**config.mk**
```make
export PLATFORM = sky130hd
export DESIGN_NAME = timed_event_queue
export DESIGN_NICKNAME = d
export VERILOG_FILES = /design/src/rtl/teq_pkg.sv /design/src/rtl/teq_ram.sv /design/src/rtl/timed_event_queue.sv
export SDC_FILE = /design/constraint.sdc
export NUM_CORES = 2
export LEC_CHECK = 0
export ABC_AREA = 1
export ABC_CLOCK_PERIOD_IN_PS = 21900
export BUFFER_PORTS_ARGS = -buffer_cell sky130_fd_sc_hd__buf_2
export CELL_PAD_IN_SITES_DETAIL_PLACEMENT = 1
export CELL_PAD_IN_SITES_GLOBAL_PLACEMENT = 1
export CORE_UTILIZATION = 50
export DETAILED_ROUTE_END_ITERATION = 7
export GPL_TIMING_DRIVEN = 0
export PLACE_DENSITY_LB_ADDON = 0.1
export SLEW_MARGIN = 20
export SYNTH_ARGS = -nofsm -noshare
export SYNTH_HDL_FRONTEND = slang
export SYNTH_SLANG_ARGS = --single-unit
```
**constraint.sdc**
```tcl
create_clock -name clk -period 21.9 [get_ports clk]
set_input_delay 4.38 -clock clk [delete_from_list [all_inputs] [get_ports clk]]
set_output_delay 4.38 -clock clk [all_outputs]
set_load 0.03 [all_outputs]
```
**src/rtl/teq_pkg.sv**
```systemverilog
// Timed event queue package: request and result codes and time constants.
// Used by the top level and its checker; depends on nothing.
`timescale 1ns / 1ps
package teq_pkg;

  localparam int TIME_W = 64;
  localparam logic [TIME_W-1:0] TIME_MAX = 64'h7FFF_FFFF_FFFF_FFFF;

  typedef enum logic [1:0] {
    OP_SCHEDULE = 2'd0,
    OP_CANCEL   = 2'd1,
    OP_PROCESS  = 2'd2
  } op_t;

  typedef enum logic [2:0] {
    KIND_SCHEDULED    = 3'd0,
    KIND_CANCEL_DONE  = 3'd1,
    KIND_FIRED        = 3'd2,
    KIND_PROCESS_DONE = 3'd3,
    KIND_FULL         = 3'd4
  } kind_t;

endpackage

```
**src/rtl/teq_ram.sv**
```systemverilog
// Generic simple dual-port RAM: one write port, one read port, registered read.
// No dependencies.
`timescale 1ns / 1ps
module teq_ram #(
  parameter int WIDTH = 8,
  parameter int DEPTH = 16
) (
  input  logic                       clk,
  input  logic                       we,
  input  logic [$clog2(DEPTH)-1:0]   waddr,
  input  logic [WIDTH-1:0]           wdata,
  input  logic                       re,
  input  logic [$clog2(DEPTH)-1:0]   raddr,
  output logic [WIDTH-1:0]           rdata
);

  logic [WIDTH-1:0] mem [DEPTH];

  always_ff @(posedge clk) begin
    if (we) begin
      mem[waddr] <= wdata;
    end
    if (re) begin
      rdata <= mem[raddr];
    end
  end

endmodule

```
**src/rtl/timed_event_queue.sv**
```systemverilog
// Timed event queue: sorted event store and free ID FIFO held in two RAMs.
// Steps: schedule takes a free or new ID, shifts later entries up from the tail and writes the new
// entry, or gets a full error; cancel walks every entry; process fires due entries from the head.
// One request at a time; the slot RAM read port walks one entry per cycle unless the output stalls.
// Synchronous reset empties the queue, the free FIFO and the ID counter; no clearing pass.
`timescale 1ns / 1ps
module timed_event_queue
  import teq_pkg::*;
#(
  parameter int CAPACITY = 16,
  parameter int TAG_BITS = 16
) (
  input  logic clk,
  input  logic rst,
  input  logic cfg_we,
  input  logic cfg_wdata,
  input  logic s_tvalid,
  output logic s_tready,
  // event_time, tag, cancel_id, now_time
  input  logic [((2*TIME_W+TAG_BITS+$clog2(CAPACITY+1)+7)/8)*8-1:0] s_tdata,
  // op
  input  logic [1:0] s_tuser,
  output logic m_tvalid,
  input  logic m_tready,
  // evt_id, fired_tag, new_head, fired_count, head_time, pending_count
  output logic [((TIME_W+TAG_BITS+1+3*$clog2(CAPACITY+1)+7)/8)*8-1:0] m_tdata,
  // kind
  output logic [2:0] m_tuser,
  output logic m_tlast
);

  localparam int AW = $clog2(CAPACITY);
  localparam int CW = $clog2(CAPACITY + 1);
  localparam int IDW = CW;
  localparam int SLOT_W = TIME_W + IDW + TAG_BITS;
  localparam int OUT_BITS = IDW + TAG_BITS + 1 + CW + TIME_W + CW;

  typedef enum logic [2:0] {
    IDLE, S_FREE, S_SCAN, S_DATA, S_FLUSH, S_WRNEW, S_EMIT
  } state_t;

  state_t state;
  op_t rq_op;
  logic [TIME_W-1:0] rq_time, rq_now, head_t;
  logic [TAG_BITS-1:0] rq_tag, pf_tag;
  logic [IDW-1:0] rq_cid, new_id, id_ctr, pf_id, res_id;
  logic [CW-1:0] total, idx, fcnt, free_fill;
  logic [AW-1:0] free_head, pos;
  logic found, pend, notify, res_nh;
  kind_t res_kind;

  kind_t out_kind;
  logic [IDW-1:0] out_id;
  logic [TAG_BITS-1:0] out_tag;
  logic out_nh, out_last;
  logic [CW-1:0] out_fc, out_pend;
  logic [TIME_W-1:0] out_head;

  logic slot_we, slot_re, free_we, free_re;
  logic [AW-1:0] slot_waddr, slot_raddr, free_waddr, free_raddr;
  logic [SLOT_W-1:0] slot_wdata, slot_rdata;
  logic [IDW-1:0] free_wdata, free_rdata;

  logic [TIME_W-1:0] rd_time;
  logic [IDW-1:0] rd_id;
  logic [TAG_BITS-1:0] rd_tag;
  logic out_free, last_idx, sched_less, cid_hit, found_now, due, proc_stall, proc_end;
  logic out_load;
  logic [CW:0] tail_sum, tail;

  teq_ram #(.WIDTH(SLOT_W), .DEPTH(CAPACITY)) u_slot_ram (
    .clk(clk), .we(slot_we), .waddr(slot_waddr), .wdata(slot_wdata),
    .re(slot_re), .raddr(slot_raddr), .rdata(slot_rdata)
  );

  teq_ram #(.WIDTH(IDW), .DEPTH(CAPACITY)) u_free_ram (
    .clk(clk), .we(free_we), .waddr(free_waddr), .wdata(free_wdata),
    .re(free_re), .raddr(free_raddr), .rdata(free_rdata)
  );

  assign rd_time = slot_rdata[TIME_W-1:0];
  assign rd_id   = slot_rdata[TIME_W +: IDW];
  assign rd_tag  = slot_rdata[TIME_W+IDW +: TAG_BITS];

  assign s_tready   = (state == IDLE);
  assign out_free   = !m_tvalid || m_tready;
  assign last_idx   = (idx == total - CW'(1));
  assign sched_less = $signed(rq_time) < $signed(rd_time);
  assign cid_hit    = !found && (rd_id == rq_cid);
  assign found_now  = found || cid_hit;
  assign due        = !($signed(rq_now) < $signed(rd_time));
  assign proc_stall = pend && !out_free;
  assign proc_end   = last_idx || (!due && fcnt == '0);
  assign out_load   = out_free && ((state == S_DATA && rq_op == OP_PROCESS && pend)
                                   || state == S_FLUSH || state == S_EMIT);
  assign tail_sum   = (CW+1)'(free_head) + (CW+1)'(free_fill);
  assign tail       = (tail_sum >= (CW+1)'(CAPACITY)) ? tail_sum - (CW+1)'(CAPACITY)
                                                       : tail_sum;

  always_comb begin
    slot_we = 1'b0;
    slot_waddr = '0;
    slot_wdata = slot_rdata;
    slot_re = 1'b0;
    slot_raddr = '0;
    free_we = 1'b0;
    free_wdata = rq_cid;
    free_re = 1'b0;
    free_raddr = free_head;
    free_waddr = tail[AW-1:0];
    case (state)
      IDLE: begin
        if (s_tvalid) begin
          case (op_t'(s_tuser))
            OP_SCHEDULE: free_re = (total != CW'(CAPACITY)) && (free_fill != '0);
            OP_CANCEL, OP_PROCESS: slot_re = (total != '0);
            default: ;
          endcase
        end
      end
      S_SCAN: begin
        slot_re = (total != '0);
        slot_raddr = AW'(total - CW'(1));
      end
      S_DATA: begin
        case (rq_op)
          OP_SCHEDULE: begin
            if (sched_less) begin
              slot_we = 1'b1;
              slot_waddr = AW'(idx + CW'(1));
              slot_re = (idx != '0);
              slot_raddr = AW'(idx - CW'(1));
            end
          end
          OP_CANCEL: begin
            slot_we = found;
            slot_waddr = AW'(idx - CW'(1));
            slot_re = !last_idx;
            slot_raddr = AW'(idx + CW'(1));
            free_we = last_idx && found_now && (free_fill < CW'(CAPACITY));
          end
          OP_PROCESS: begin
            if (!proc_stall) begin
              free_we = due && (free_fill < CW'(CAPACITY));
              free_wdata = rd_id;
              slot_we = !due && (fcnt != '0);
              slot_waddr = AW'(idx - fcnt);
              slot_re = !proc_end;
              slot_raddr = AW'(idx + CW'(1));
            end
          end
          default: ;
        endcase
      end
      S_WRNEW: begin
        slot_we = 1'b1;
        slot_waddr = pos;
        slot_wdata = {rq_tag, new_id, rq_time};
      end
      default: ;
    endcase
  end

  always_ff @(posedge clk) begin
    if (rst) begin
      state <= IDLE;
      total <= '0;
      free_head <= '0;
      free_fill <= '0;
      id_ctr <= '0;
      notify <= 1'b0;
      m_tvalid <= 1'b0;
    end else begin
      if (cfg_we) begin
        notify <= cfg_wdata;
      end
      if (m_tvalid && m_tready && !out_load) begin
        m_tvalid <= 1'b0;
      end
      if (slot_we && slot_waddr == '0) begin
        head_t <= slot_wdata[TIME_W-1:0];
      end
      if (free_we) begin
        free_fill <= free_fill + CW'(1);
      end
      case (state)
        IDLE: begin
          if (s_tvalid) begin
            rq_op <= op_t'(s_tuser);
            rq_time <= s_tdata[TIME_W-1:0];
            rq_tag <= s_tdata[TIME_W +: TAG_BITS];
            rq_cid <= s_tdata[TIME_W+TAG_BITS +: IDW];
            rq_now <= s_tdata[TIME_W+TAG_BITS+IDW +: TIME_W];
            fcnt <= '0;
            found <= 1'b0;
            pend <= 1'b0;
            idx <= '0;
            res_id <= '0;
            res_nh <= 1'b0;
            case (op_t'(s_tuser))
              OP_SCHEDULE: begin
                if (total == CW'(CAPACITY)) begin
                  res_kind <= KIND_FULL;
                  state <= S_EMIT;
                end else if (free_fill != '0) begin
                  state <= S_FREE;
                end else begin
                  id_ctr <= id_ctr + IDW'(1);
                  new_id <= id_ctr + IDW'(1);
                  state <= S_SCAN;
                end
              end
              OP_CANCEL: begin
                res_kind <= KIND_CANCEL_DONE;
                state <= (total == '0) ? S_EMIT : S_DATA;
              end
              OP_PROCESS: begin
                res_kind <= KIND_PROCESS_DONE;
                state <= (total == '0) ? S_EMIT : S_DATA;
              end
              default: ;
            endcase
          end
        end
        S_FREE: begin
          new_id <= free_rdata;
          free_head <= (free_head == AW'(CAPACITY - 1)) ? '0 : free_head + AW'(1);
          free_fill <= free_fill - CW'(1);
          state <= S_SCAN;
        end
        S_SCAN: begin
          pos <= '0;
          idx <= total - CW'(1);
          state <= (total == '0) ? S_WRNEW : S_DATA;
        end
        S_DATA: begin
          case (rq_op)
            OP_SCHEDULE: begin
              if (sched_less) begin
                if (idx == '0) begin
                  pos <= '0;
                  state <= S_WRNEW;
                end else begin
                  idx <= idx - CW'(1);
                end
              end else begin
                pos <= AW'(idx + CW'(1));
                state <= S_WRNEW;
              end
            end
            OP_CANCEL: begin
              if (cid_hit) begin
                found <= 1'b1;
              end
              if (last_idx) begin
                if (found_now) begin
                  total <= total - CW'(1);
                  res_id <= rq_cid;
                end
                state <= S_EMIT;
              end else begin
                idx <= idx + CW'(1);
              end
            end
            OP_PROCESS: begin
              if (!proc_stall) begin
                if (pend) begin
                  m_tvalid <= 1'b1;
                  out_kind <= KIND_FIRED;
                  out_id <= pf_id;
                  out_tag <= pf_tag;
                  out_nh <= 1'b0;
                  out_fc <= '0;
                  out_head <= rd_time;
                  out_pend <= total - fcnt;
                  out_last <= 1'b0;
                end
                pend <= due;
                if (due) begin
                  pf_id <= rd_id;
                  pf_tag <= rd_tag;
                  fcnt <= fcnt + CW'(1);
                end
                if (proc_end) begin
                  if (due) begin
                    state <= S_FLUSH;
                  end else begin
                    total <= total - fcnt;
                    state <= S_EMIT;
                  end
                end else begin
                  idx <= idx + CW'(1);
                end
              end
            end
            default: state <= IDLE;
          endcase
        end
        S_FLUSH: begin
          if (out_free) begin
            m_tvalid <= 1'b1;
            out_kind <= KIND_FIRED;
            out_id <= pf_id;
            out_tag <= pf_tag;
            out_nh <= 1'b0;
            out_fc <= '0;
            out_head <= TIME_MAX;
            out_pend <= total - fcnt;
            out_last <= 1'b0;
            pend <= 1'b0;
            total <= total - fcnt;
            state <= S_EMIT;
          end
        end
        S_WRNEW: begin
          total <= total + CW'(1);
          res_kind <= KIND_SCHEDULED;
          res_id <= new_id;
          res_nh <= (pos == '0) && notify;
          state <= S_EMIT;
        end
        S_EMIT: begin
          if (out_free) begin
            m_tvalid <= 1'b1;
            out_kind <= res_kind;
            out_id <= res_id;
            out_tag <= '0;
            out_nh <= res_nh;
            out_fc <= fcnt;
            out_head <= (total == '0) ? TIME_MAX : head_t;
            out_pend <= total;
            out_last <= 1'b1;
            state <= IDLE;
          end
        end
        default: state <= IDLE;
      endcase
    end
  end

  always_comb begin
    m_tdata = '0;
    m_tdata[OUT_BITS-1:0] = {out_pend, out_head, out_fc, out_nh, out_tag, out_id};
  end
  assign m_tuser = out_kind;
  assign m_tlast = out_last;

endmodule

```
==> reports/qor.csv <==
stage,metric,value,unit
status,status,completed,
routing,Wirelength per Cell,27.0,µm
worst_setup_path,Worst EP arrival,8.56,ns
timing,Min Hold Slack,0.451,ns
clock_tree,Post-CTS Setup Inserts,0,
power,VDD IR-drop max,0.103,mV
routing,DRT Wirelength,284000,µm
clock_tree,# hold bufs at CTS,0,
grt,GRT Util Overall,33.1,%
worst_setup_path,WP data required,22.44,ns
timing,RSZ-0062 raised after global routing,no,
worst_setup_path,RR Startpoint,u_slot_ram.rdata[47]$_DFFE_PP_,
routing,initial DRC count,6036,
floorplan,initial core utilization,50.4,%
grt,global route overflow,0,
finish,area delta synth->final,16.1,%
clock_tree,H-tree depth,4,
power,leakage,39.3,nW
clock_tree,post_cts resized,0,
clock_tree,Worst-Skew Late Latency,0.86,ns
grt,antenna violations before repair,19,
routing,max layer used,met5,
placed_design,HPWL after DPL,201000,µm
worst_setup_path,worst r2r dst,head_t[28]$_DFFE_PP_,
floorplan,core area,167000,µm²
synth,"Distinct cells, synth",50,
timing,relative slew slack,18.4,%
routing,vias per cell,5.86,
floorplan,Die Y,413,µm
worst_setup_path,R2R cell count,23,
run,Max Cap Viol,0,
timing,setup TNS,0,ns
synth,"EDFF count, synth",1896,
worst_setup_path,CP max FO,8,
synth,ys async rst share,0,%
routing,met3 wire len,17600,µm
finish,share of cells above drive strength 1,12.6,%
worst_setup_path,CP Cell Sequence,buf_2 -> nor2_1 -> nand2_1 -> nand2_1 -> inv_1 -> nor2_1 -> nor4_2 -> buf_4 -> buf_2 -> buf_4 -> buf_2 -> buf_4 -> buf_2 -> buf_4 -> buf_4 -> buf_2 -> buf_2 -> buf_2 -> buf_2,
timing,"Hold Vio Cnt, Final",0,
timing,Worst Max-Slew Pin Slew,1.22,ns
routing,DR WL met2,138000,µm
synth,Synth Instances,7510,
clock_tree,Clock Root Buffer,clkbuf_16,
worst_setup_path,CP most frequent cell,buf_2,
clock_tree,cts bufs inserted,203,
timing,final setup fails,0,
worst_hold_path,Worst Hold Launch,u_slot_ram.rdata[79]$_DFFE_PP_,
timing,Tmin final,8.02,ns
clock_tree,clock slew at reported path FFs,0.06,ns
floorplan,row cnt,150,
worst_hold_path,hold path depth,0,
clock_tree,clock sinks,1920,
floorplan,Die ar.,170000,µm²
synth,ys flop type,edfxtp_1,
synth,Avg Inst Size Synth,11.2,µm²
routing,DR DRC count,0,
synth,"Cell Area, Synth",84400,µm²
placed_design,Placer Congestion,0.895,
routing,post-route ant nets,0,
floorplan,die boundary width,413,µm
finish,Final nets,8470,
worst_setup_path,r2r setup slk,14.97,ns
worst_setup_path,crit end category,flip-flop,
routing,Post-Route M1 WL,115000,µm
worst_setup_path,crit path kind,in -> reg,
synth,"flops & latches, synth",1920,
worst_setup_path,Critical-path top delay cell,nor4_2,
floorplan,Ports,262,
power,PwrDens,138,nW/µm²
timing,"Slew Viols, Final",0,
finish,"most common cell after layout, fill and taps aside",edfxtp_1,
worst_hold_path,hold crit path type,reg -> reg,
synth,Synth Warn #,0,
worst_setup_path,CP peak stage delay,0.53,ns
grt,number of global-route vias before repair,64700,
power,Power Total,13.5,mW
synth,Yosys top cell by area,edfxtp_1,
grt,largest net degree at the start of global routing,29,
synth,sequential share of the synthesized area,68.0,%
routing,vias after detailed routing,61700,
synth,Syn Nets,7829,
routing,DR pass1 iterations,5,
clock_tree,CTS tree,yes,
worst_setup_path,CP startpoint kind,input pin,
placed_design,PortBufs,258,
synth,synth top area cells,"edfxtp_1 67%, nand3_1 9.4%, nand2_1 5.7%",
timing,fin crit share,36.6,%
finish,most frequent cells in the layout,"1896 x edfxtp_1, 1583 x nand3_1, 1292 x nand2_1, 1136 x inv_1, 471 x buf_2",
worst_hold_path,WHS Endpoint,pf_tag[10]$_DFFE_PP_,
timing,maximum clock frequency,125,MHz
grt,first-pass GRT wire length,415000,µm
timing,skew final,0.0368,ns
synth,share of the synthesized area in the top cell type,67.4,%
clock_tree,clk buf depth,3,
sequential cells by signal, indices dropped and copies added, names as in the netlist, 16 cells and up:
| register | cells |
|---|---|
| out_tag | 16 |
| u_free_ram.mem | 80 |
| rq_time | 64 |
| pf_tag | 16 |
| u_slot_ram.mem | 1360 |
| rq_now | 64 |
| out_head | 64 |
| head_t | 64 |
| u_slot_ram.rdata | 85 |
| rq_tag | 16 |
per-layer routing:
layer | up-vias | track usage [%]
met3 | 592 | 4.54
met2 | 2424 | 54.8
li1 | 27100 | -
met4 | 4 | 15.4
met5 | - | 0
met1 | 31600 | 43.4
report_power, final:
| group | total, mW | switching (mW) | internal (mW) |
|---|---|---|---|
| clock network | 3.42 | 1.48 | 1.94 |
| registers | 4.96 | 0.106 | 4.86 |
| logic | 5.15 | 3.80 | 1.35 |
worst max-delay path, delay by kind of cell:
family,cells,cell delay [ns]
buffers and inverters,14,3.04
AND/OR/NAND/NOR,5,1.08
worst max path at each step:
| stage | from | to | slack (ns) | depth (start not counted) |
|---|---|---|---|---|
| floorplan | m_tready | m_tlast$_DFFE_PP_ | 6.84 | 6 |
| global placement | m_tready | out_head[4]$_DFFE_PP_ | -1.61 | 7 |
| detailed placement | m_tready | out_head[4]$_DFFE_PP_ | 13.05 | 19 |
| CTS | m_tready | out_head[4]$_DFFE_PP_ | 13.91 | 19 |
| global route | m_tready | out_head[4]$_DFFE_PP_ | 13.68 | 19 |
| finish | m_tready | out_head[5]$_DFFE_PP_ | 13.88 | 19 |
layout make-up:
cell class / count / area (µm²)
diodes: 7 / 17.5
plain buffers: 422 / 2090
clock buffers: 254 / 5360
clock inverters: 111 / 1070
fillers: 17500 / 69400
inverters: 1144 / 4290
multi-input cells: 4024 / 21000
flip-flops and latches: 1920 / 57400
well taps: 2204 / 2760
repair buffers: 436 / 4040
cells by family (layout without fill, tap and decap cells):
family | count (synthesis) | after routing | share of synthesized area (%)
other | 0 | 7 | 0
flip-flops | 1920 | 1920 | 68.0
XOR/XNOR | 34 | 34 | 0.353
AO/OA/AOI/OAI | 370 | 370 | 2.61
buffers and inverters | 1566 | 2367 | 7.54
AND/OR/NAND/NOR | 3454 | 3454 | 19.0
multiplexers | 7 | 7 | 0.0830
adder cells (fa/ha/maj) | 159 | 159 | 2.39
synth_stat cells (2+ instances only):
cell and instances:
a211oi_1 3, a21o_1 3, a21oi_1 100, a21oi_2 2, a221oi_1 5, a22oi_1 63
a31oi_1 2, and3_1 2, buf_1 21, buf_2 202, buf_4 16, buf_6 23
clkbuf_1 160, clkinv_1 4, dfxtp_1 24, edfxtp_1 1896, fa_1 4, ha_1 155
inv_1 1136, inv_2 4, mux2i_1 7, nand2_1 1292, nand2_2 4, nand3_1 1583
nand3b_1 255, nand4_1 20, nor2_1 260, nor3_1 19, nor4_1 8, o211ai_1 5
o21a_1 2, o21ai_0 147, o221ai_1 11, o22ai_1 7, o31ai_1 2, o32ai_1 13
or2_2 5, xnor2_1 12, xor2_1 22
stage by stage:
step                util, %  worst slack (ns)  cells  instance area, µm²
finish                 58.6             13.88  10500               98000
global placement       52.8             -1.61   9972               88500
floorplan                 -              6.84   7510               84400
global route           58.5             13.68  10500               98000
detailed placement     54.7             13.05  10200               91600
CTS                    58.5             13.91  10500               98000
(Power assumes the default switching activity.)
